**config.mk**
```make
export PLATFORM = sky130hd
export DESIGN_NAME = irfr_mod_unit
export DESIGN_NICKNAME = d
export VERILOG_FILES = /design/src/rtl/core/irfr_pkg.sv /design/src/rtl/core/irfr_mod_unit.sv
export SDC_FILE = /design/constraint.sdc
export NUM_CORES = 1
export LEC_CHECK = 0
export BUFFER_PORTS_ARGS = -buffer_cell sky130_fd_sc_hd__clkbuf_2
export CORE_ASPECT_RATIO = 2
export CORE_MARGIN = 3
export CORE_UTILIZATION = 50
export DETAILED_ROUTE_END_ITERATION = 10
export PLACE_DENSITY = 0.75
export SLEW_MARGIN = 20
export SYNTH_ARGS = -nofsm -noshare
export SYNTH_HDL_FRONTEND = slang
export SYNTH_SLANG_ARGS = --single-unit
```
**constraint.sdc**
```tcl
create_clock -name clk -period 2.5 [get_ports clk]
set_input_delay 0.5 -clock clk [delete_from_list [all_inputs] [get_ports clk]]
set_output_delay 0.5 -clock clk [all_outputs]
set_load 0.02 [all_outputs]
```
**src/rtl/core/irfr_pkg.sv**
```systemverilog
// ============================================================================
// irfr_pkg - shared types and constants of the image fragment reassembler
// Report framing positions and values, queue depths, and the word formats
// that pass between the front end, the operation queue and the back end.
// ============================================================================
package irfr_pkg;

    // Report framing
    localparam logic [8:0] POS_MAX     = 9'd511;
    localparam logic [8:0] HDR_POS     = 9'd0;
    localparam logic [8:0] TAIL_POS    = 9'd49;
    localparam logic [8:0] FRAG_POS    = 9'd52;
    localparam logic [8:0] PAYLOAD_POS = 9'd59;
    localparam logic [7:0] HDR_VAL     = 8'h31;
    localparam logic [7:0] TAIL_VAL    = 8'h03;

    // Register and state reset values
    localparam logic [7:0] LAST_FRAGMENT_RESET = 8'd3;
    localparam logic [7:0] EXPECTED_RESET      = 8'd1;

    // Widths fixed by the word fields
    localparam int ADDR_W = 17;
    localparam int FRAG_W = 8;
    localparam int BYTE_W = 8;

    // Queue depths
    localparam int OPQ_DEPTH  = 4;
    localparam int OPQ_PTR_W  = $clog2(OPQ_DEPTH);
    localparam int OPQ_CNT_W  = $clog2(OPQ_DEPTH + 1);
    localparam int OUTQ_DEPTH = 4;
    localparam int OUTQ_PTR_W = $clog2(OUTQ_DEPTH);
    localparam int OUTQ_CNT_W = $clog2(OUTQ_DEPTH + 1);

    // Modulo unit: one quotient bit per cycle over a 9-bit dividend
    localparam int MOD_W     = 9;
    localparam int MOD_CNT_W = 4;
    localparam logic [MOD_CNT_W-1:0] MOD_STEPS = 4'd9;

    typedef enum logic [1:0] {
        KIND_REQUEST = 2'd0,
        KIND_RESEND  = 2'd1,
        KIND_READ    = 2'd2
    } kind_t;

    // One operation handed from the front end to the back end
    typedef struct packed {
        logic              wr;
        logic              rd;
        logic              cmd;
        logic              oob;
        kind_t             kind;
        logic [FRAG_W-1:0] frag;
        logic [ADDR_W-1:0] addr;
        logic [BYTE_W-1:0] data;
    } op_t;

    // One result word waiting at the output
    typedef struct packed {
        kind_t             kind;
        logic [FRAG_W-1:0] frag;
        logic [BYTE_W-1:0] data;
    } res_t;

    typedef struct packed {
        logic             start;
        logic [MOD_W-1:0] dividend;
        logic [MOD_W-1:0] divisor;
    } mod_req_t;

    typedef struct packed {
        logic              busy;
        logic              done;
        logic [FRAG_W-1:0] result;
    } mod_rsp_t;

endpackage

```
**src/rtl/core/irfr_mod_unit.sv**
```systemverilog
// ============================================================================
// irfr_mod_unit - iterative remainder unit
// Restoring division, one bit per cycle, producing dividend mod divisor.
// ============================================================================
module irfr_mod_unit
(
    input  logic              clk,
    input  logic              rst_n,
    input  irfr_pkg::mod_req_t req,
    output irfr_pkg::mod_rsp_t rsp
);

    logic [irfr_pkg::MOD_CNT_W-1:0] cnt_reg, cnt_next;
    logic [irfr_pkg::MOD_W-1:0]     dvd_reg, dvd_next;
    logic [irfr_pkg::MOD_W-1:0]     dvs_reg, dvs_next;
    logic [irfr_pkg::MOD_W-1:0]     rem_reg, rem_next;
    logic [irfr_pkg::MOD_W:0]       trial;

    always_comb
    begin
        cnt_next = cnt_reg;
        dvd_next = dvd_reg;
        dvs_next = dvs_reg;
        rem_next = rem_reg;
        trial    = {rem_reg, dvd_reg[irfr_pkg::MOD_W-1]};
        if (req.start)
        begin
            cnt_next = irfr_pkg::MOD_STEPS;
            dvd_next = req.dividend;
            dvs_next = req.divisor;
            rem_next = '0;
        end
        else if (cnt_reg != '0)
        begin
            // shift in next dividend bit, subtract when it fits
            if (trial >= {1'b0, dvs_reg})
            begin
                trial = trial - {1'b0, dvs_reg};
            end
            rem_next = trial[irfr_pkg::MOD_W-1:0];
            dvd_next = {dvd_reg[irfr_pkg::MOD_W-2:0], 1'b0};
            cnt_next = cnt_reg - 1'b1;
        end
    end

    always_ff @(posedge clk or negedge rst_n)
    begin
        if (!rst_n)
        begin
            cnt_reg <= '0;
        end
        else
        begin
            cnt_reg <= cnt_next;
        end
    end

    always_ff @(posedge clk)
    begin
        dvd_reg <= dvd_next;
        dvs_reg <= dvs_next;
        rem_reg <= rem_next;
    end

    assign rsp.busy   = (cnt_reg != '0);
    assign rsp.done   = (cnt_reg == irfr_pkg::MOD_CNT_W'(1)) && !req.start;
    assign rsp.result = rem_next[irfr_pkg::FRAG_W-1:0];

endmodule

```
After elaboration in Yosys (flattened, before gate mapping)
Index checks and enable logic that the tools add are counted.

Register bits after elaboration: 31. Logic and storage cells: 20. Input bits: 21.

Add/sub/neg operators: 2. Magnitude comparators: 1. Mux-type cells: 7. Equality and inequality tests: 1. Reductions and logical operators: 4.

Operator list (number): $mux W9 (3); $mux W8 (2); $ge A10 B9 Y1 (1); $sub A9 B9 Y9 (1); $mux W4 (2); $eq A4 B1 Y1 const B (1); $reduce_bool A4 Y1 (1); $sub A4 B1 Y4 const B (1); $reduce_bool A2 Y1 (1); $logic_and A1 B1 Y1 (1); $logic_not A1 Y1 (1).

Logic depth before layout (Yosys ltp)
Word-level depth: 4. Mapped depth: 9. Mapped depth without buffers: 8.

Least setup slack after synthesis
OpenSTA, ideal clock, no wires.

Path type: register -> output. Start: register dvd_reg[8] in the netlist's numbering. End: output rsp[0] in the netlist's numbering. Arrival: 2450 ps. Path buffers: 1. Cell stages (with the launch flop): 10. Path slack: -450 ps. Cells stage by stage: edfxtp_1 > inv_1 > ha_1 > fa_1 > nand2b_2 > a211oi_2 > o21ai_2 > and2_4 > buf_6 > o311ai_1.

RTL lines: start, declared (line irfr_mod_unit.sv:14) `logic [irfr_pkg::MOD_W-1:0] dvd_reg, dvd_next;`; start signal, assigned (line irfr_mod_unit.sv:60) `dvd_reg <= dvd_next;`; end, declared (line irfr_mod_unit.sv:10) `output irfr_pkg::mod_rsp_t rsp`.

==> impl_results.md <==
- CTS Hold Bufs: 0
- Post-layout min period: ~3100 ps
- Post-Syn Instances: approximately 160
- Main flop type after synthesis: edfxtp_1
- Net Count, Synth: between 150 and 200
- Initial antenna violation count: 0
- Vias per cell: 6.04
- Post-synth top area share: between 30% and 40%
- R2r startpoint: dvs_reg[0]$_DFFE_PP_
- Rel. slew slack: a little over two thirds
- 1st-pass router iterations: 5
- Number of clock buffers inserted by TritonCTS: 5
- CP startpoint kind: flip-flop
- Worst Setup End Kind: output pin
- Max-cap violations: 0
- CP Cell Sequence: ha_4 -> fa_2 -> nand2b_4 -> a211oi_4 -> o21ai_2 -> and2_4 -> buf_6 -> o211ai_1 -> buf_4
- First-pass GRT wire length: between 7 and 8 mm
- DRT Wirelength: 5.13 mm
- Initial core utilization: between 50% and 60%
- Port bufs: 30
- Distinct cells, synth: 48
- DR vias: 1644
- RSZ-0062 raised after global routing: yes
- Total track usage: between 20% and 30%
- Crit. Startpoint: dvs_reg[0]$_DFFE_PP_
- Final setup fails: 8
- Slew Limit Fails: 0
- Core region area: between 0.003 and 0.004 mm2
- Worst EP required: 2000 ps
- Placed cell areas: ~0.0022 mm2
- Warnings from Yosys: 0
- Hold_ws: approximately 0.52 ps
- GR Layer Usage met2: between 40 and 50%
- Clock Sinks: 31
- Slew of the pin with the lowest slew margin: about 450 ps
- GRT overflow: 0
- Post-route ant nets: 0
- Commonest non-fill, non-tap cell in the layout: buf_4
- Crit-path max FO: 8
- Max Root-Sink Buffers: 2
- Highest-count cells in the layout ignoring fill and taps: buf_4, clkbuf_2, edfxtp_1
- HPWL after DPL: around 3.5 mm
- Die Ht: between 90 and 100 um
- Critical path arrival: about 2600 ps
- Setup WS post-layout: -619 ps
- Failing checks: negative setup slack
- Diodes inserted: 0
- Final clock skew: roughly 9.7 ps
- Worst r2r path cells: 9
- Largest cells by area after synthesis: edfxtp_1, dfxtp_1, ha_1, dfrtp_1, mux2_2
- Final period util: 125%
- FP Rows: 29
- Setup slack, reg-to-reg: roughly 150 ps
- VDD IR max: ~0.76 mV
- Status: complete, but fails checks
- Syn Area/Cell: about 11 um2
- CP top delay family: compound AO/OA/AOI/OAI gates
- Most Used Layer, Global Route: met2
- Post-synth EDFFs: 18
- Setup CP Type: reg -> out
- Critical-path top delay cell: edfxtp_1
- Final net count: around 270
- Setup crit end: rsp[1]
- Area Overhead vs Synth: 47.1%
- Fmax: ~320 MHz
- Hold Fails Final Rpt: 0
- Reg clk slew, reported paths: 60 ps
- CP Buf/Inv Count: 2
- I/O pins: 31
- Synthesized area: between 0.0015 and 0.002 mm2
- Delay of the slowest cell on the worst path: ~400 ps
- Share of cells above drive strength 1: ~46%
- Placed Cells: roughly 260
- Wirelength per Cell: around 19 um
- RR Endpoint: rem_reg[1]$_DFF_P_
- Count of state elements after synthesis: 31
- CP Depth: 9
- Register area share after synthesis: between 40% and 50%
- DRC Markers: 0
- # H-tree levels: 2
- Tot Pwr: approximately 2.8 mW
- Vias in the first global route: approximately 1800
- Finished Layout Cells: approximately 270
- PwrDens: ~1100 mW/mm2
- Die X: about 48 um
- Skew-Pair Late Insertion Delay: around 300 ps
- Setup WS pre-CTS: -357 ps
- Global-route met3 utilization: between 5 and 6%
- Async S/R FF share, synth: about an eighth
- CTS tree: built
- Synth area leader: edfxtp_1
- DRT iter0 DRCs: 67
- Gpl congestion: a little under 0.9
- Grt met1 use: between 20% and 30%
- Type of the most critical hold path: in -> async
- Pin count of the biggest net entering global routing: 15
- Die footprint: 0.00432 mm2
- Clock root buffer: clkbuf_8
- Fin area: around 0.0026 mm2
- Static leakage: 1.16 nW
## power breakdown
group	internal, mW	switching (mW)	total (mW)
Clock	0.322	0.193	0.515
Combinational	0.785	0.818	1.60
Sequential	0.647	0.0676	0.714
Total	1.75	1.08	2.83
## cells by family after synthesis
family	after synthesis	share of synthesized area (%)
AO/OA/AOI/OAI	39	17.4
XOR/XNOR	4	1.98
adder cells (fa/ha/maj)	13	9.64
buffers and inverters	20	4.75
flip-flops	31	46.5
multiplexers	8	5.10
AND/OR/NAND/NOR	48	14.6
## synth_stat cells, drive strengths merged (2+ instances only)
library cell and number:
nand4 4, a211oi 3, ha 12, nand2 7, nor3 5, xnor2 3, o31ai 3, buf 3
edfxtp 18, a41oi 2, o21ai 5, a31oi 2, or3 2, a21o 2, and2 5, dfxtp 9
a2111oi 3, nor2 11, dfrtp 4, inv 16, a211o 3, nand2b 3, mux2 8, nor3b 3
and3 5, o211ai 2, a21oi 6
## how the worst min path moves through the flow
| stage | end | slack, ps |
|---|---|---|
| after floorplan | cnt_reg[0]$_DFFE_PN0P_ | 200 |
| after global placement | cnt_reg[3]$_DFFE_PN0P_ | 310 |
| after detailed placement | cnt_reg[3]$_DFFE_PN0P_ | 310 |
| after CTS | cnt_reg[2]$_DFFE_PN0P_ | 0.7 |
| after global routing | cnt_reg[3]$_DFFE_PN0P_ | 2 |
| final | cnt_reg[3]$_DFFE_PN0P_ | 0.5 |
## repair_timing
action,CTS,global route
gates resized for setup,26,11
pin swaps,11,2
buffers inserted,8,2
endpoints found under the setup margin,8,8
## stage by stage
| step | TNS (ps) | util [%] |
|---|---|---|
| finish | -4540 | 79.5 |
| global route | -5430 | 79.5 |
| CTS | -3820 | 78.1 |
| detailed placement | -1980 | 68.8 |
| global placement | -1380 | 68.8 |
| floorplan | -1300 | - |
## routing by layer
metal  vias up  wire length [um]
met1       800              1790
met5         -                 0
met4         0               260
li1        759                 -
met2        57              2890
met3        28               182
## layout make-up
| cell class | count | area [um2] |
|---|---|---|
| tap | 31 | 38.8 |
| multi-input combinational | 112 | 1030 |
| sequential | 31 | 821 |
| inverter | 16 | 60.1 |
| timing repair buffer | 74 | 531 |
| fill | 201 | 668 |
| clock buffer | 6 | 82.6 |
| clock inverter | 2 | 35.0 |
Note: power is estimated with default switching activity, not from simulation.
