<file path="src/rtl/core/irfr_pkg.sv">
// ============================================================================
// irfr_pkg - shared types and constants of the image fragment reassembler
// Report framing positions and values, queue depths, and the word formats
// that pass between the front end, the operation queue and the back end.
// ============================================================================
package irfr_pkg;

    // Report framing
    localparam logic [8:0] POS_MAX     = 9'd511;
    localparam logic [8:0] HDR_POS     = 9'd0;
    localparam logic [8:0] TAIL_POS    = 9'd49;
    localparam logic [8:0] FRAG_POS    = 9'd52;
    localparam logic [8:0] PAYLOAD_POS = 9'd59;
    localparam logic [7:0] HDR_VAL     = 8'h31;
    localparam logic [7:0] TAIL_VAL    = 8'h03;

    // Register and state reset values
    localparam logic [7:0] LAST_FRAGMENT_RESET = 8'd3;
    localparam logic [7:0] EXPECTED_RESET      = 8'd1;

    // Widths fixed by the word fields
    localparam int ADDR_W = 17;
    localparam int FRAG_W = 8;
    localparam int BYTE_W = 8;

    // Queue depths
    localparam int OPQ_DEPTH  = 4;
    localparam int OPQ_PTR_W  = $clog2(OPQ_DEPTH);
    localparam int OPQ_CNT_W  = $clog2(OPQ_DEPTH + 1);
    localparam int OUTQ_DEPTH = 4;
    localparam int OUTQ_PTR_W = $clog2(OUTQ_DEPTH);
    localparam int OUTQ_CNT_W = $clog2(OUTQ_DEPTH + 1);

    // Modulo unit: one quotient bit per cycle over a 9-bit dividend
    localparam int MOD_W     = 9;
    localparam int MOD_CNT_W = 4;
    localparam logic [MOD_CNT_W-1:0] MOD_STEPS = 4'd9;

    typedef enum logic [1:0] {
        KIND_REQUEST = 2'd0,
        KIND_RESEND  = 2'd1,
        KIND_READ    = 2'd2
    } kind_t;

    // One operation handed from the front end to the back end
    typedef struct packed {
        logic              wr;
        logic              rd;
        logic              cmd;
        logic              oob;
        kind_t             kind;
        logic [FRAG_W-1:0] frag;
        logic [ADDR_W-1:0] addr;
        logic [BYTE_W-1:0] data;
    } op_t;

    // One result word waiting at the output
    typedef struct packed {
        kind_t             kind;
        logic [FRAG_W-1:0] frag;
        logic [BYTE_W-1:0] data;
    } res_t;

    typedef struct packed {
        logic             start;
        logic [MOD_W-1:0] dividend;
        logic [MOD_W-1:0] divisor;
    } mod_req_t;

    typedef struct packed {
        logic              busy;
        logic              done;
        logic [FRAG_W-1:0] result;
    } mod_rsp_t;

endpackage

</file>
<file path="src/rtl/core/irfr_op_queue.sv">
// ============================================================================
// irfr_op_queue - short operation queue between front and back end
// Small register FIFO; the head word is presented while not empty.
// ============================================================================
module irfr_op_queue
(
    input  logic          clk,
    input  logic          rst_n,
    input  logic          push,
    input  irfr_pkg::op_t push_op,
    output logic          full,
    input  logic          pop,
    output logic          empty,
    output irfr_pkg::op_t head_op
);

    irfr_pkg::op_t                  slot_reg [irfr_pkg::OPQ_DEPTH];
    logic [irfr_pkg::OPQ_PTR_W-1:0] head_reg, head_next;
    logic [irfr_pkg::OPQ_PTR_W-1:0] tail_reg, tail_next;
    logic [irfr_pkg::OPQ_CNT_W-1:0] cnt_reg, cnt_next;
    logic                           do_push;
    logic                           do_pop;

    assign full    = (cnt_reg == irfr_pkg::OPQ_CNT_W'(irfr_pkg::OPQ_DEPTH));
    assign empty   = (cnt_reg == '0);
    assign do_push = push && !full;
    assign do_pop  = pop && !empty;
    assign head_op = slot_reg[head_reg];

    always_comb
    begin
        head_next = do_pop  ? head_reg + 1'b1 : head_reg;
        tail_next = do_push ? tail_reg + 1'b1 : tail_reg;
        cnt_next  = cnt_reg + irfr_pkg::OPQ_CNT_W'(do_push) - irfr_pkg::OPQ_CNT_W'(do_pop);
    end

    always_ff @(posedge clk or negedge rst_n)
    begin
        if (!rst_n)
        begin
            head_reg <= '0;
            tail_reg <= '0;
            cnt_reg  <= '0;
        end
        else
        begin
            head_reg <= head_next;
            tail_reg <= tail_next;
            cnt_reg  <= cnt_next;
        end
    end

    always_ff @(posedge clk)
    begin
        if (do_push)
        begin
            slot_reg[tail_reg] <= push_op;
        end
    end

endmodule

</file>
<file path="config.mk">
export PLATFORM = sky130hd
export DESIGN_NAME = irfr_op_queue
export DESIGN_NICKNAME = d
export VERILOG_FILES = /design/src/rtl/core/irfr_pkg.sv /design/src/rtl/core/irfr_op_queue.sv
export SDC_FILE = /design/constraint.sdc
export NUM_CORES = 1
export LEC_CHECK = 0
export BUFFER_PORTS_ARGS = -buffer_cell sky130_fd_sc_hd__buf_2
export CAP_MARGIN = 5
export CORE_AREA = 2 2 126 128
export CTS_CLUSTER_SIZE = 16
export DETAILED_ROUTE_END_ITERATION = 7
export DIE_AREA = 0 0 128 130
export RECOVER_POWER = 25
export SYNTH_ARGS = -nofsm -noshare
export SYNTH_HDL_FRONTEND = slang
export SYNTH_SLANG_ARGS = --single-unit
</file>
<file path="constraint.sdc">
create_clock -name clk -period 2.9 [get_ports clk]
set_input_delay 0.145 -clock clk [delete_from_list [all_inputs] [get_ports clk]]
set_output_delay 0.145 -clock clk [all_outputs]
set_load 0.02 [all_outputs]
</file>
### After elaboration in Yosys (flattened, before gate mapping)

Memory sizes are Yosys's and may differ from the RTL's.
Index checks and enable logic that the tools add are counted.

* output and inout bits: 41
* input bits: 43
* register bits: 7
* memories kept: 1
* memory bits (writable): 156
* word-level logic and storage cells: 16

* $add $sub $neg: 4
* eq/ne operators: 1
* mux-type cells: 2
* reduce and logical (&&, ||, !) cells: 5

Memories
* slot_reg: depth 4, width 39, rd ports 1, clocked after memory_dff 0, write ports 1, line irfr_op_queue.sv:17 `irfr_pkg::op_t slot_reg [irfr_pkg::OPQ_DEPTH];`

Operators by type and width (count)
* $add 2x1->2 const B: 2
* $add 3x1->3: 1
* $eq 3x3->1 const B: 1
* $logic_not 3->1: 1
* $sub 3x1->3: 1
* $logic_and 1x1->1: 2
* $logic_not 1->1: 2
* $mux 1: 2

### Longest topological paths before layout

* word-level depth: 5
* mapped depth: 8
* mapped depth without buffers: 8

### Worst setup path before layout

No wires, ideal clock.

* path type: flip-flop to flip-flop
* start: reg cnt_reg[2] (netlist name)
* end: mem slot_reg[0][0] (netlist name), enable pin
* slack: 0.804 ns
* buffers on the path: 0
* data required time: 2.500 ns
* stages on the path, launching flop included: 3
* arrival: 1.696 ns
* period minus slack after synthesis: 2.096 ns
* cells stage by stage: dfrtp_1 -> nor3b_4 -> and3b_1

* cells in the longest elaborated chain, start to end: 5

RTL lines
* start, declared: line irfr_op_queue.sv:20 `logic [irfr_pkg::OPQ_CNT_W-1:0] cnt_reg, cnt_next;`
* start signal, assigned: line irfr_op_queue.sv:49 `cnt_reg <= cnt_next;`
* $eq 3x3->1: line irfr_op_queue.sv:24 `assign full = (cnt_reg == irfr_pkg::OPQ_CNT_W'(irfr_pkg::OPQ_DEPTH));`
* net full: line irfr_op_queue.sv:11 `output logic full,`
* $logic_not 1->1: line irfr_op_queue.sv:26 `assign do_push = push && !full;`
* $logic_and 1x1->1: line irfr_op_queue.sv:26
* $mux 1: line irfr_op_queue.sv:55 `if (do_push)`
* $mux 1 (not written as such): line irfr_op_queue.sv:57 `slot_reg[tail_reg] <= push_op;`
* end, declared: line irfr_op_queue.sv:17

The timed path passes the listed nets, and every way through them passes these cells.

==> summary.txt <==
GLOBAL ROUTE
--------------------------------------------------------------------------------
Total routing usage reported by global routing ....................        13.8%
Vias in the first global route ....................................         3044
Global-route wire length before repair ............................      16.4 mm
Largest net degree at the start of global routing .................           41
Antenna violations before repair ..................................            1
Overflow left after global routing ................................            0

PLACED DESIGN
--------------------------------------------------------------------------------
Detail Placement HPWL .............................................      6.33 mm
Instance area at placement ........................................     6810 um2
Placement Setup Slack .............................................       667 ps
Final Wtd Congestion ..............................................        0.711
Buffers added on ports ............................................           83
Placed Instances ..................................................          520

CTS
--------------------------------------------------------------------------------
Clk buf depth .....................................................            2
Root buf cell ..................................................... sky130_fd_sc_hd__clkbuf_16
Clock tree from TritonCTS .........................................          yes
Num CTS Buffers ...................................................           17
Count of clock tree sinks .........................................          163
CTS H-tree depth ..................................................            4
Post-CTS Repair Setup Buffers .....................................            0
Later-pin clock latency in the skew report ........................       420 ps
Clock transition at the registers of the reported paths ...........        60 ps

SYNTH
--------------------------------------------------------------------------------
Most instantiated library cell after synthesis .................... sky130_fd_sc_hd__edfxtp_1
Gate Count Post-Synth .............................................          245
Post-synth top cells .............................................. sky130_fd_sc_hd__edfxtp_1 (156), sky130_fd_sc_hd__mux4_2 (38), sky130_fd_sc_hd__dfrtp_1 (7)
Warnings from Yosys ...............................................            0
Netlist area before placement .....................................     6150 um2
Post-Synthesis Net Count ..........................................          295
Post-synth EDFFs ..................................................          156
Share of Yosys cell area claimed by the top area cell type ........        76.2%
Register area share after synthesis ...............................        79.1%
Average cell area after synthesis .................................     25.1 um2
Top area cells in the synthesized netlist ......................... sky130_fd_sc_hd__edfxtp_1 (76%), sky130_fd_sc_hd__mux4_2 (14%), sky130_fd_sc_hd__dfrtp_1 (2.8%), sky130_fd_sc_hd__buf_12 (1.3%), sky130_fd_sc_hd__ha_1 (1.2%)
Post-synthesis sequential element count ...........................          163
Async S/R FF share, synth .........................................        4.29%
Count of cell types in the netlist ................................           20
Largest area contributor in the synthesized netlist ............... sky130_fd_sc_hd__edfxtp_1
Top flip-flop cell by instance count after synthesis .............. sky130_fd_sc_hd__edfxtp_1

LAYOUT
--------------------------------------------------------------------------------
Finished Cell Area ................................................     7790 um2
Total area of sequential cells ....................................     4860 um2
Area growth from synthesis to layout ..............................        26.7%
Max FFs per register ..............................................          156
Fraction of the core area covered by cells at the end of the flow .        50.5%
Number of standard cells in the layout, taps in and fillers out ...          593
Share of cells above drive strength 1 .............................        36.0%
Final-stage net count .............................................          437
Multi-input logic area ............................................     1160 um2
Count of filler cells inserted in the layout ......................         1269

STA
--------------------------------------------------------------------------------
Worst slew margin relative to its limit ...........................        44.9%
Unrepaired setup endpoints after global routing ...................        false
Max Slew Vio Count ................................................            0
Fraction of the cycle the final worst path needs ..................        83.1%
Setup violations, final ...........................................            0
Min Clock Period, post-route ......................................      2410 ps
Final Hold Slack ..................................................      26.3 ps
Worst path setup slack after routing ..............................       490 ps
Slew at the pin with the worst max-slew slack .....................       827 ps
Max Fclk ..........................................................      415 MHz
Number of hold violations in the final report .....................            0
Sum of negative setup slack .......................................         0 ps
Maximum clock skew at final layout ................................      6.66 ps

CRITICAL PATH
--------------------------------------------------------------------------------
CP Launch Type ....................................................     register
Path length in cells of the critical path .........................            2
Required time reported for the critical path endpoint .............      2760 ps
Ordered cell list for the critical path ........................... mux4_1, buf_2
Crit. End Element ................................................. primary output
Top cell family by delay on the critical path .....................   flip-flops
Longest individual stage delay on the worst path ..................       980 ps
Highest net fanout along the worst path ...........................           40
Arrival time reported for the critical path endpoint ..............      2270 ps
Crit path max-delay cell type ..................................... sky130_fd_sc_hd__dfrtp_4
Crit Path Class ...................................................   reg -> out
Number of buffers and inverters on the critical path ..............            1
Worst r2r path cells ..............................................            8

FLOW RUN
--------------------------------------------------------------------------------
Max-cap violations ................................................            0

POWER AND IR DROP
--------------------------------------------------------------------------------
Power per standard cell area ......................................  1040 nW/um2
Overall power consumption .........................................      8.06 mW
Leakage dissipation ...............................................      2.68 nW
Peak ir drop on the vdd network ...................................     0.689 mV

DIE
--------------------------------------------------------------------------------
Number of cell rows ...............................................           46
Placeable core region .............................................    15400 um2
Ports placed on the boundary ......................................           84
Die footprint .....................................................    16600 um2
Starting density of the core ......................................        39.9%
Die height ........................................................       130 um
Die X .............................................................       128 um

ROUTE
--------------------------------------------------------------------------------
Remaining design rule violation count .............................            0
Post-route ant nets ...............................................            0
Detailed-router iteration count before antenna repair .............            4
Vias per Instance .................................................         4.97
Number of DRC markers in iteration 0 ..............................          118
WL final ..........................................................      10.7 mm
Wirelength per Cell ...............................................      18.1 um
Vias ..............................................................         2947

WORST HOLD PATH
--------------------------------------------------------------------------------
Hold Crit Class ...................................................    in -> reg
Hold path cells ...................................................            3

STATUS
--------------------------------------------------------------------------------
Outcome ........................................................... complete, no violations

## report_power, final
part           switching, mW  leakage (nW)  internal (mW)
Sequential             0.369          1.51           3.11
Combinational           1.23         0.881           1.07
Clock                  0.923         0.289           1.37
Total                   2.52          2.68           5.54
## worst reg2reg max path: stages, from the launching register on
cell	delay, ps
sky130_fd_sc_hd__dfrtp_1	460
sky130_fd_sc_hd__o31ai_1	390
sky130_fd_sc_hd__inv_1	90
sky130_fd_sc_hd__ha_1	280
sky130_fd_sc_hd__inv_1	40
sky130_fd_sc_hd__ha_1	190
sky130_fd_sc_hd__fa_1	380
sky130_fd_sc_hd__xnor2_1	190
sky130_fd_sc_hd__xnor2_1	150
## what timing repair did
action | CTS | global route
hold endpoints to repair | 163 | 0
hold buffers | 40 | 0
gates resized for setup | 0 | 0
## cells by family (layout without fill, tap and decap cells)
family,Yosys count,after routing,synth area share [%]
mux,39,39,14.3
other cells,0,1,0
xor+xnor,4,4,0.570
simple gates,13,13,1.79
buf+inv,15,170,2.18
compound gates,4,4,0.509
flops,163,163,79.1
fa+ha+maj,7,7,1.55
## path summary, 6_finish.rpt
kind | slack [ps] | to | startpoint
worst min-delay path | 30 | head_reg[0] | pop
worst min register to register | 600 | tail_reg[1] | tail_reg[1]
min in group asynchronous | 150 | cnt_reg[2] | rst_n
max in group asynchronous | 2440 | head_reg[0] | rst_n
worst max-delay path | 490 | head_op[38] | head_reg[0]
worst max register to register | 650 | cnt_reg[2] | cnt_reg[1]
## layout make-up
cell class | count | area share, %
diodes | 1 | 0.0321
clock buffers | 18 | 5.51
clock inverters | 14 | 2.28
inverters | 6 | 0.289
multi-input cells | 67 | 14.9
flip-flops and latches | 163 | 62.5
well taps | 192 | 3.09
repair buffers | 132 | 11.4
## metal layers
layer  wire [um]  GRT usage [%]
met5           0              0
met2        5160           21.3
met4         233           6.59
met3         505           4.59
met1        4830           17.9
## layout by cell type (no fill, tap or decap)
cell                            Yosys  final
sky130_fd_sc_hd__dlygate4sd3_1      0     40
sky130_fd_sc_hd__clkinv_2           0      2
sky130_fd_sc_hd__buf_4              0      6
sky130_fd_sc_hd__ha_1               6      6
sky130_fd_sc_hd__o31ai_1            1      1
sky130_fd_sc_hd__dfrtp_2            0      1
sky130_fd_sc_hd__clkinvlp_4         0      3
sky130_fd_sc_hd__clkbuf_16          0     17
sky130_fd_sc_hd__nand2b_1           4      4
sky130_fd_sc_hd__buf_2              4     59
sky130_fd_sc_hd__o211ai_1           2      2
sky130_fd_sc_hd__edfxtp_1         156    156
sky130_fd_sc_hd__inv_8              0      1
sky130_fd_sc_hd__mux4_2            38     38
sky130_fd_sc_hd__dfrtp_1            7      5
sky130_fd_sc_hd__diode_2            0      1
sky130_fd_sc_hd__mux4_1             1      1
sky130_fd_sc_hd__o311ai_0           1      1
sky130_fd_sc_hd__fa_1               1      1
sky130_fd_sc_hd__nand4bb_1          2      2
sky130_fd_sc_hd__clkinv_4           0      2
sky130_fd_sc_hd__nand2_1            1      1
sky130_fd_sc_hd__bufinv_16          0      3
sky130_fd_sc_hd__inv_1              6      6
sky130_fd_sc_hd__inv_6              0      3
sky130_fd_sc_hd__buf_12             4      3
sky130_fd_sc_hd__nor3b_4            1      1
sky130_fd_sc_hd__and3b_2            0      4
sky130_fd_sc_hd__nor3_1             1      1
sky130_fd_sc_hd__xnor2_1            4      4
sky130_fd_sc_hd__clkbuf_1           0     25
sky130_fd_sc_hd__dfrtp_4            0      1
Note: power is estimated with default switching activity, not from simulation.
