==> config.mk <==
export PLATFORM = sky130hd
export DESIGN_NAME = irfr_front
export DESIGN_NICKNAME = d
export VERILOG_FILES = /design/src/rtl/core/irfr_pkg.sv /design/src/rtl/core/irfr_front.sv
export SDC_FILE = /design/constraint.sdc
export NUM_CORES = 1
export LEC_CHECK = 0
export BUFFER_PORTS_ARGS = -buffer_cell sky130_fd_sc_hd__buf_2
export CAP_MARGIN = 20
export CORE_MARGIN = 2
export CORE_UTILIZATION = 35
export CTS_BUF_LIST = sky130_fd_sc_hd__clkbuf_4 sky130_fd_sc_hd__clkbuf_8 sky130_fd_sc_hd__clkbuf_16
export CTS_CLUSTER_DIAMETER = 80
export CTS_CLUSTER_SIZE = 12
export DETAILED_ROUTE_END_ITERATION = 7
export SYNTH_ARGS = -nofsm -noshare
export SYNTH_HDL_FRONTEND = slang
export SYNTH_SLANG_ARGS = --single-unit
==> constraint.sdc <==
create_clock -name clk -period 10.4 [get_ports clk]
set_input_delay 2.6 -clock clk [delete_from_list [all_inputs] [get_ports clk]]
set_output_delay 2.6 -clock clk [all_outputs]
set_load 0.05 [all_outputs]
==> src/rtl/core/irfr_pkg.sv <==
// ============================================================================
// irfr_pkg - shared types and constants of the image fragment reassembler
// Report framing positions and values, queue depths, and the word formats
// that pass between the front end, the operation queue and the back end.
// ============================================================================
package irfr_pkg;

    // Report framing
    localparam logic [8:0] POS_MAX     = 9'd511;
    localparam logic [8:0] HDR_POS     = 9'd0;
    localparam logic [8:0] TAIL_POS    = 9'd49;
    localparam logic [8:0] FRAG_POS    = 9'd52;
    localparam logic [8:0] PAYLOAD_POS = 9'd59;
    localparam logic [7:0] HDR_VAL     = 8'h31;
    localparam logic [7:0] TAIL_VAL    = 8'h03;

    // Register and state reset values
    localparam logic [7:0] LAST_FRAGMENT_RESET = 8'd3;
    localparam logic [7:0] EXPECTED_RESET      = 8'd1;

    // Widths fixed by the word fields
    localparam int ADDR_W = 17;
    localparam int FRAG_W = 8;
    localparam int BYTE_W = 8;

    // Queue depths
    localparam int OPQ_DEPTH  = 4;
    localparam int OPQ_PTR_W  = $clog2(OPQ_DEPTH);
    localparam int OPQ_CNT_W  = $clog2(OPQ_DEPTH + 1);
    localparam int OUTQ_DEPTH = 4;
    localparam int OUTQ_PTR_W = $clog2(OUTQ_DEPTH);
    localparam int OUTQ_CNT_W = $clog2(OUTQ_DEPTH + 1);

    // Modulo unit: one quotient bit per cycle over a 9-bit dividend
    localparam int MOD_W     = 9;
    localparam int MOD_CNT_W = 4;
    localparam logic [MOD_CNT_W-1:0] MOD_STEPS = 4'd9;

    typedef enum logic [1:0] {
        KIND_REQUEST = 2'd0,
        KIND_RESEND  = 2'd1,
        KIND_READ    = 2'd2
    } kind_t;

    // One operation handed from the front end to the back end
    typedef struct packed {
        logic              wr;
        logic              rd;
        logic              cmd;
        logic              oob;
        kind_t             kind;
        logic [FRAG_W-1:0] frag;
        logic [ADDR_W-1:0] addr;
        logic [BYTE_W-1:0] data;
    } op_t;

    // One result word waiting at the output
    typedef struct packed {
        kind_t             kind;
        logic [FRAG_W-1:0] frag;
        logic [BYTE_W-1:0] data;
    } res_t;

    typedef struct packed {
        logic             start;
        logic [MOD_W-1:0] dividend;
        logic [MOD_W-1:0] divisor;
    } mod_req_t;

    typedef struct packed {
        logic              busy;
        logic              done;
        logic [FRAG_W-1:0] result;
    } mod_rsp_t;

endpackage

==> src/rtl/core/irfr_front.sv <==
// ============================================================================
// irfr_front - report parser and classifier
// Tracks the report byte position and header checks, advances the fragment,
// and turns an accepted word into a store, read or command operation where it calls for one.
// ============================================================================
module irfr_front #(
    parameter int FRAGMENT_BYTES = 300,
    parameter int STORE_SIZE     = 76800
)
(
    input  logic                          clk,
    input  logic                          rst_n,
    input  logic                          push,
    output logic                          full,
    input  logic                          opcode,
    input  logic [irfr_pkg::BYTE_W-1:0]   report_byte,
    input  logic                          report_end,
    input  logic [irfr_pkg::ADDR_W-1:0]   read_address,
    input  logic                          cfg_wr_en,
    input  logic [irfr_pkg::FRAG_W-1:0]   cfg_wr_data,
    output logic                          opq_push,
    output irfr_pkg::op_t                 opq_op,
    input  logic                          opq_full,
    output irfr_pkg::mod_req_t            mod_req,
    input  irfr_pkg::mod_rsp_t            mod_rsp
);

    logic [irfr_pkg::FRAG_W-1:0] last_reg, last_next;
    logic [irfr_pkg::FRAG_W-1:0] cur_reg, cur_next;
    logic [irfr_pkg::FRAG_W-1:0] exp_reg, exp_next;
    logic [irfr_pkg::FRAG_W-1:0] rf_reg, rf_next;
    logic [8:0]                  pos_reg, pos_next;
    logic                        hv_reg, hv_next;
    logic                        pa_reg, pa_next;
    logic [irfr_pkg::ADDR_W-1:0] base_reg, base_next;

    logic                        accept;
    logic                        advance;
    logic                        store_hit;
    logic                        frame_ok;
    logic [8:0]                  offset;
    logic [irfr_pkg::ADDR_W-1:0] waddr;

    assign full   = opq_full || mod_rsp.busy;
    assign accept = push && !full;

    assign offset = pos_reg - irfr_pkg::PAYLOAD_POS;
    assign waddr  = base_reg + irfr_pkg::ADDR_W'(offset);

    assign mod_req.start    = cfg_wr_en;
    assign mod_req.dividend = {1'b0, cur_reg} + 9'd1;
    assign mod_req.divisor  = {1'b0, cfg_wr_data} + 9'd1;

    always_comb
    begin
        last_next = last_reg;
        cur_next  = cur_reg;
        exp_next  = exp_reg;
        rf_next   = rf_reg;
        pos_next  = pos_reg;
        hv_next   = hv_reg;
        pa_next   = pa_reg;
        base_next = base_reg;
        advance   = 1'b0;
        store_hit = 1'b0;
        frame_ok  = 1'b0;

        opq_op      = '0;
        opq_op.kind = irfr_pkg::KIND_REQUEST;

        if (cfg_wr_en)
        begin
            last_next = cfg_wr_data;
        end
        if (mod_rsp.done)
        begin
            exp_next = mod_rsp.result;
        end

        if (accept && opcode)
        begin
            opq_op.rd   = 1'b1;
            opq_op.kind = irfr_pkg::KIND_READ;
            opq_op.addr = read_address;
            opq_op.oob  = ({1'b0, read_address} >= 18'(STORE_SIZE));
        end
        else if (accept)
        begin
            if (pos_reg < irfr_pkg::POS_MAX)
            begin
                if (pos_reg == irfr_pkg::HDR_POS)
                begin
                    hv_next = (report_byte == irfr_pkg::HDR_VAL);
                    pa_next = 1'b0;
                end
                if (pos_reg == irfr_pkg::TAIL_POS && report_byte != irfr_pkg::TAIL_VAL)
                begin
                    hv_next = 1'b0;
                end
                if (pos_reg == irfr_pkg::FRAG_POS)
                begin
                    rf_next = report_byte;
                    advance = hv_next && (report_byte == exp_reg);
                end
                if (advance)
                begin
                    // expected fragment always lies below the span here
                    cur_next  = report_byte;
                    pa_next   = 1'b1;
                    exp_next  = (report_byte == last_reg) ? '0 : report_byte + 8'd1;
                    base_next = irfr_pkg::ADDR_W'(report_byte) *
                                irfr_pkg::ADDR_W'(FRAGMENT_BYTES);
                end
                store_hit = pa_next && (pos_reg >= irfr_pkg::PAYLOAD_POS) &&
                            ({1'b0, offset} < 10'(FRAGMENT_BYTES)) &&
                            ({1'b0, waddr} < 18'(STORE_SIZE));
            end

            opq_op.wr   = store_hit;
            opq_op.addr = waddr;
            opq_op.data = report_byte;

            if (report_end)
            begin
                frame_ok   = hv_next && (pos_reg >= irfr_pkg::FRAG_POS);
                opq_op.cmd = 1'b1;
                if (!frame_ok || rf_next == cur_next)
                begin
                    opq_op.kind = irfr_pkg::KIND_REQUEST;
                    opq_op.frag = cur_next;
                end
                else
                begin
                    opq_op.kind = irfr_pkg::KIND_RESEND;
                    opq_op.frag = exp_next;
                end
                pos_next = '0;
                pa_next  = 1'b0;
            end
            else if (pos_reg < irfr_pkg::POS_MAX)
            begin
                pos_next = pos_reg + 9'd1;
            end
        end
    end

    assign opq_push = accept && (opq_op.wr || opq_op.rd || opq_op.cmd);

    always_ff @(posedge clk or negedge rst_n)
    begin
        if (!rst_n)
        begin
            last_reg <= irfr_pkg::LAST_FRAGMENT_RESET;
            cur_reg  <= '0;
            exp_reg  <= irfr_pkg::EXPECTED_RESET;
            rf_reg   <= '0;
            pos_reg  <= '0;
            hv_reg   <= 1'b1;
            pa_reg   <= 1'b0;
            base_reg <= '0;
        end
        else
        begin
            last_reg <= last_next;
            cur_reg  <= cur_next;
            exp_reg  <= exp_next;
            rf_reg   <= rf_next;
            pos_reg  <= pos_next;
            hv_reg   <= hv_next;
            pa_reg   <= pa_next;
            base_reg <= base_next;
        end
    end

endmodule

Word-level counts from Yosys, hierarchy flattened

Cells that the tools add are included.

Output and inout bits: 60
Logic and storage cells: 99
Input port bits: 50
Register bits: 58

Reduce and logical (&&, ||, !) cells: 20
Multiply operators: 1
Add/subtract/negate cells: 6
Magnitude comparators: 6
Multiplexer cells: 50
Equality and inequality tests: 7
Bitwise gates (word level): 1

Operator list:

| operator               | count |
|---|---|
| $mux W8                | 16 |
| $mux W9                | 4 |
| $mux W34               | 1 |
| $mux W1                | 27 |
| $eq A8 B8 Y1           | 3 |
| $add A8 B1 Y9 const B  | 2 |
| $eq A9 B6 Y1 const B   | 2 |
| $ge A9 B6 Y1 const B   | 2 |
| $lt A9 B9 Y1 const B   | 2 |
| $add A17 B9 Y17        | 1 |
| $ge A17 B17 Y1 const B | 1 |
| $lt A17 B17 Y1 const B | 1 |
| $mux W17               | 1 |
| $mul A8 B7 Y15 const B | 1 |
| $add A9 B1 Y9 const B  | 1 |
| $logic_and A1 B1 Y1    | 9 |
| $logic_not A9 Y1       | 1 |
| $sub A9 B6 Y9 const B  | 1 |
| $add A8 B1 Y8 const B  | 1 |
| $eq A8 B6 Y1 const B   | 1 |
| $ne A8 B2 Y1 const B   | 1 |
| $logic_or A1 B1 Y1     | 4 |
| $reduce_and A4 Y1      | 1 |
| $reduce_and A3 Y1      | 1 |
| other kinds (5)        | 6 |

Longest topological paths before layout

Gate-level depths: netlist (run 1).

Depth after elaboration: 24
Depth in mapped cells: 14
Mapped depth without buffers: 14

Worst setup path before layout (run 1)

No wires, ideal clock.

Kind: input to output
From: input port report_byte[7] in the netlist's numbering
To: output port opq_op[32] in the netlist's numbering
Buffers on the path: 3
Arrival: 5.292 ns
Cell stages on the path: 10
Setup slack: 2.508 ns
Data required time: 7.800 ns
Path through: clkbuf_1 -> nor4_1 -> nand3_1 -> a32o_1 -> nor2_1 -> buf_2 -> buf_4 -> mux2i_1 -> a21oi_1 -> nor3_1

RTL lines:

| element         | RTL line         | RTL |
|---|---|---|
| start, declared | irfr_front.sv:16 | `input logic [irfr_pkg::BYTE_W-1:0] report_byte,` |
| end, declared   | irfr_front.sv:22 | `output irfr_pkg::op_t opq_op,` |

==> flow_metrics.py, run 1 <==
metrics = {
    "outcome": {
        "run_status": "finished, final reports clean",
    },
    "power": {
        "p_per_area_nw_per_um2": 124,
        "p_leak_nw": 3.29,
        "p_total_uw": 843,
        "max-vdd-ir-drop_mv": 0.0820,
    },
    "cts": {
        "clkLatencyLatePin_ns": 0.33,
        "postCtsSetupRepairBufs": 0,
        "clock_sinks": 58,
        "root_buffer": "clkbuf_16",
        "ctsHtreeMaxLevel": 3,
        "cts_tree": "done",
        "cts.path.max_buffers": 2,
        "cts_hold_buf": 0,
        "post_cts_resized": 0,
        "cts_made_buffers": 9,
        "cts.clk_slew.worst_paths_ns": 0.05,
    },
    "global_routing": {
        "antenna_found_initial": 0,
        "grt_pass1_wl_mm": 26.1,
        "overflow": 0,
        "grt_max_degree": 59,
        "grt_usage": 0.183,
        "grt_pass1_vias": 4978,
    },
    "synthesis": {
        "avgSynthCellArea_um2": 8.21,
        "post-synth-top-count-cell": "nand2_1",
        "synthTopCellsByCount": "nand2_1 (71), nor2_1 (64), dfrtp_1 (54)",
        "yosysWarningCount": 0,
        "async_flop_share": 1.00,
        "seq_area_frac_synth": 0.252,
        "synth-edff-count": 0,
        "synth_cell_types": 71,
        "mappedNetlistArea_um2": 5780,
        "synth.top_cell.area_share": 0.234,
        "synth.largest_area_cell": "dfrtp_1",
        "netlist_instances": 704,
        "ys.flop_type": "dfrtp_1",
        "synthTopCellsByArea": "dfrtp_1 (23%), ha_1 (11%), xnor2_1 (5.3%)",
        "syn-num-nets": 813,
        "ys_ff_latch": 58,
    },
    "timing": {
        "worstMarginPinSlew_ns": 0.766,
        "hold_violations": 0,
        "final.setup.worst_slack_ns": 2.67,
        "totalNegativeSetupSlack_ns": 0,
        "finClkSkew_ns": 0.00448,
        "slew_headroom": 0.488,
        "fmax_mhz": 129,
        "report.final.setup_viol": 0,
        "timing.hold.ws_ns": 0.480,
        "rsz0062_at_grt": "no",
        "min_period_ns": 7.73,
        "post-route-period-util": 0.744,
        "report.final.slew_viol_count": 0,
    },
    "placed_design": {
        "port_buffers": 109,
        "dpl.hpwl_mm": 12.0,
        "place_congestion": 0.896,
        "dp_slack_ns": 2.70,
    },
    "final_layout": {
        "diodes": 0,
        "drive_above_1_share": 0.211,
        "largest_reg_flops": 15,
        "fillers": 1684,
        "area_growth_syn_to_layout_pct": 17.3,
        "final_nets": 899,
    },
    "detailed_routing": {
        "wire_per_inst_um": 15.6,
        "drt-initial-drc-count": 450,
        "ant_nets": 0,
        "drt_pass1_iterations": 5,
        "via_count": 5230,
        "via_per_inst": 5.17,
        "drc": 0,
        "routed_wl_mm": 15.7,
    },
    "run": {
        "cap_violations": 0,
    },
    "die": {
        "rows": 46,
        "ios": 110,
        "start_util": 0.361,
        "die_w_um": 133,
        "core_area_um2": 16000,
        "dieArea_um2": 17600,
        "die_h_um": 133,
    },
    "setup_path": {
        "cp.arrival_ns": 5.13,
        "crit_path_frequent_cell": "buf_2",
        "worstSetupPathType": "in -> out",
        "crit_path_end_kind": "output pin",
        "crit_required_ns": 7.80,
        "crit_slowest_cell": "nor4_1",
        "path_cells": "buf_2, nor4_1, nand3_1, a32o_1, nor2_1, buf_4, mux2i_1, a21oi_1, nor3_1, buf_2",
        "max_stage_delay_ns": 0.45,
        "crit_path_start_kind": "input pin",
        "critPathMaxFanout": 18,
    },
    "hold_path": {
        "min-delay-path-class": "reg -> reg",
    },
}
## through the flow
step           utilization  cell area (um2)  instances
2_1_floorplan            -             5780        704
5_1_grt              0.424             6780       1011
3_3_place_gp         0.403             6440        995
4_1_cts              0.424             6780       1011
6_report             0.424             6780       1011
3_5_place_dp         0.403             6440        995
## path summary, 6_finish.rpt
check                                     from           to  slack (ns)  depth (start not counted)
worst max-delay path            report_byte[3]   opq_op[32]        2.67                         10
min in group asynchronous                rst_n   pos_reg[1]        2.42                          2
worst min register to register     base_reg[5]  base_reg[5]        0.48                          2
worst min-delay path               base_reg[5]  base_reg[5]        0.48                          2
max in group asynchronous                rst_n   exp_reg[2]        7.48                          2
worst max register to register      pos_reg[0]   cur_reg[0]        7.13                          9
## layout by cell type (no fill, tap or decap), drive strengths merged, types with 25 or more instances in the layout
| master | count |
|---|---|
| a21oi | 39 |
| buf | 112 |
| dfrtp | 54 |
| ha | 51 |
| inv | 50 |
| mux2 | 26 |
| nand2 | 71 |
| nand3 | 25 |
| nor2 | 64 |
| o21ai | 56 |
| xnor2 | 35 |
| xor2 | 32 |
## worst max-delay path: cells and delay by family
kind,cells,cell delay (ns)
AO/OA/AOI/OAI,2,0.41
buffers and inverters,3,0.86
multiplexers,1,0.21
AND/OR/NAND/NOR,4,1.04
## where the power goes
group / internal [mW] / switching (mW) / total [mW]
clock: 0.229 / 0.105 / 0.333
sequential: 0.237 / 0.0132 / 0.251
combinational: 0.102 / 0.156 / 0.259
total: 0.568 / 0.274 / 0.843
## area by class of cell
class                      count  area, um2  share of cell area
inverter                      52        195              0.0288
clock buffer                  12        267              0.0393
sequential                    58       1460               0.215
tap                          216        270              0.0399
timing repair buffer         112        568              0.0838
clock inverter                 4       72.6              0.0107
multi-input combinational    557       3950               0.583
## layer usage
metal / vias to the layer above / track usage / wire [um]
li1: 2637 / - / -
met1: 2439 / 0.261 / 7630
met2: 139 / 0.284 / 6990
met3: 15 / 0.0349 / 922
met4: 0 / 0.0484 / 181
met5: - / 0 / 0
## kinds of logic after synthesis
kind of cell,Yosys count,synth area share
AOI/OAI and AO/OA,146,0.154
xor gates and xnor gates,67,0.102
adders and majority gates,59,0.138
buffers and inverters,89,0.0652
DFF,58,0.252
muxes,37,0.0697
and+or+nand+nor,248,0.219
No activity file was read; power rests on OpenSTA's default activity.
==> run 2: changes to the inputs <==
==> constraint.sdc (replaced) <==
create_clock -name clk -period 6.8 [get_ports clk]
set_input_delay 1.7 -clock clk [delete_from_list [all_inputs] [get_ports clk]]
set_output_delay 1.7 -clock clk [all_outputs]
set_load 0.05 [all_outputs]
==> run 2 against run 1 <==
Die area unchanged. Total power increased by 44%. Non-clock buffer count is 3 higher. Global-route usage up 0.067 points. First-iteration DRC count is 7.8% lower. Final cell count increased by 0.30%. Worst setup slack got worse by 2.0 ns. Register-to-register slack got worse by 3.9 ns. Design area fell by 0.59%. Largest cell class unchanged. Largest power group unchanged.
==> flow_metrics.py, run 2 (synthesis results as in run 1) <==
metrics = {
    "setup_path": {
        "crit_path_start_kind": "flip-flop",
        "crit_required_ns": 5.10,
        "cp.arrival_ns": 4.48,
        "r2r-end": "base_reg[13]",
        "crit_path_end_kind": "output pin",
        "critPathMaxFanout": 11,
        "reg2regPathDepth": 9,
        "timing.rr.start": "pos_reg[0]",
        "worstSetupPathType": "reg -> out",
        "rrSetupSlack_ns": 3.27,
    },
    "detailed_routing": {
        "via_count": 5349,
        "ant_nets": 0,
        "drt-initial-drc-count": 415,
        "routed_wl_mm": 16.1,
        "drc": 0,
        "via_per_inst": 5.28,
        "wire_per_inst_um": 15.8,
        "drt_pass1_iterations": 5,
    },
    "final_layout": {
        "final_common_cell": "buf_2",
        "multiInputGateArea_um2": 3950,
        "largest_reg_flops": 15,
        "drive_above_1_share": 0.214,
        "area_growth_syn_to_layout_pct": 16.6,
        "final_nets": 902,
        "layout_common_cells": "buf_2 (109), nand2_1 (71), nor2_1 (64), dfrtp_1 (54), ha_1 (51)",
        "final_cells": 1014,
        "seq_area_um2": 1460,
        "fillers": 1674,
        "diodes": 0,
    },
    "global_routing": {
        "grt_usage": 0.184,
        "grt_max_degree": 59,
        "antenna_found_initial": 0,
        "grt_pass1_vias": 4934,
        "grt_pass1_wl_mm": 25.9,
        "overflow": 0,
    },
    "die": {
        "rows": 46,
        "start_util": 0.361,
        "die_h_um": 133,
        "ios": 110,
        "die_w_um": 133,
        "core_area_um2": 16000,
        "dieArea_um2": 17600,
    },
    "timing": {
        "finClkSkew_ns": 0.00781,
        "slew_headroom": 0.476,
        "fmax_mhz": 162,
        "final.setup.worst_slack_ns": 0.617,
        "report.final.slew_viol_count": 0,
        "totalNegativeSetupSlack_ns": 0,
        "hold_violations": 0,
        "post-route-period-util": 0.909,
        "rsz0062_at_grt": "no",
        "report.final.setup_viol": 0,
        "min_period_ns": 6.18,
        "worstMarginPinSlew_ns": 0.784,
    },
    "power": {
        "pwr-share-clk": 0.354,
        "pwr-share-comb": 0.330,
        "max-vdd-ir-drop_mv": 0.138,
        "p_per_area_nw_per_um2": 180,
        "swShare": 0.350,
        "cell_internal_pwr_uw": 787,
        "p_leak_nw": 3.28,
        "p_seq_frac": 0.316,
        "p_sw_uw": 425,
    },
    "cts": {
        "cts_hold_buf": 0,
        "cts_tree": "done",
        "cts.path.max_buffers": 2,
        "cts_made_buffers": 9,
        "ctsHtreeMaxLevel": 3,
        "clock_sinks": 58,
        "root_buffer": "clkbuf_16",
        "cts.clk_slew.worst_paths_ns": 0.05,
        "clkLatencyLatePin_ns": 0.34,
        "post_cts_resized": 0,
        "postCtsSetupRepairBufs": 0,
    },
    "placed_design": {
        "place_congestion": 0.868,
        "port_buffers": 109,
        "dpl.hpwl_mm": 12.3,
        "dp_slack_ns": 0.765,
        "dp_cells": 998,
    },
    "hold_path": {
        "min-delay-path-class": "reg -> reg",
        "min_to": "base_reg[4]",
        "whs_path_depth": 2,
        "hold_start": "base_reg[4]",
    },
    "outcome": {
        "run_status": "finished, final reports clean",
    },
    "run": {
        "cap_violations": 0,
    },
}
==> run 2: changes by cell type in the layout (fill, tap and decap cells not counted) <==
cell | before | now
clkinv_2 | 1 | 3
buf_4 | 3 | 6
clkbuf_8 | 3 | 1
bufinv_16 | 2 | 0
clkinvlp_4 | 1 | 0
clkbuf_4 | 0 | 3
==> run 2: cell type report <==
type                    count  share of cell area
clock buffers              13              0.0388
clock inverters             3             0.00223
inverters                  52              0.0290
multi-input cells         557               0.586
flip-flops and latches     58               0.216
well taps                 216              0.0401
repair buffers            115              0.0876
==> run 2: layer usage <==
layer,share of wire,vias up,wire (um),global-route usage
met2,0.43,181,6970,0.278
li1,-,2642,-,-
met5,0,-,0,0
met3,0.073,17,1170,0.0460
met1,0.48,2509,7690,0.261
met4,0.014,0,228,0.0478
==> run 2: how the worst max path moves through the flow <==
| stage | startpoint | endpoint | slack, ns | cells after the start |
|---|---|---|---|---|
| 6_report | pos_reg[0] | opq_push | 0.62 | 13 |
| 3_5_place_dp | report_byte[2] | opq_op[27] | 0.76 | 10 |
| 3_3_place_gp | report_byte[7] | opq_op[27] | 0.83 | 10 |
| 4_1_cts | pos_reg[0] | opq_push | 0.62 | 13 |
| 5_1_grt | pos_reg[0] | opq_push | 0.33 | 13 |
| 2_1_floorplan | report_byte[7] | opq_op[32] | 0.71 | 10 |
==> run 2: power by group through the flow <==
stage	Sequential, mW	Combinational, mW	Clock [mW]
3_3_place_gp	0.388	0.397	0
2_1_floorplan	0.378	0.307	0
3_5_place_dp	0.388	0.396	0
6_report	0.383	0.400	0.429
5_1_grt	0.386	0.444	0.454
4_1_cts	0.383	0.400	0.439
==> run 2: critical path: stages, from the launching register on <==
cell	delay [ns]
dfrtp_1	0.49
ha_1	0.38
o2111ai_1	0.39
nand2_1	0.11
xnor2_1	0.17
ha_1	0.38
nand2_1	0.06
o21ai_0	0.50
nand2_1	0.23
or4b_1	0.54
a311oi_1	0.35
nor2_1	0.10
o31a_1	0.24
buf_2	0.21
==> run 2: through the flow <==
stage	utilization	cell area (um2)	total power, mW	hold slack, ns
after CTS	0.421	6740	1.22	0.483
after detailed placement	0.404	6460	0.785	0.470
after floorplan	-	5780	0.685	0.445
after global routing	0.421	6740	1.28	0.513
after global placement	0.404	6460	0.785	0.464
final	0.421	6740	1.21	0.479
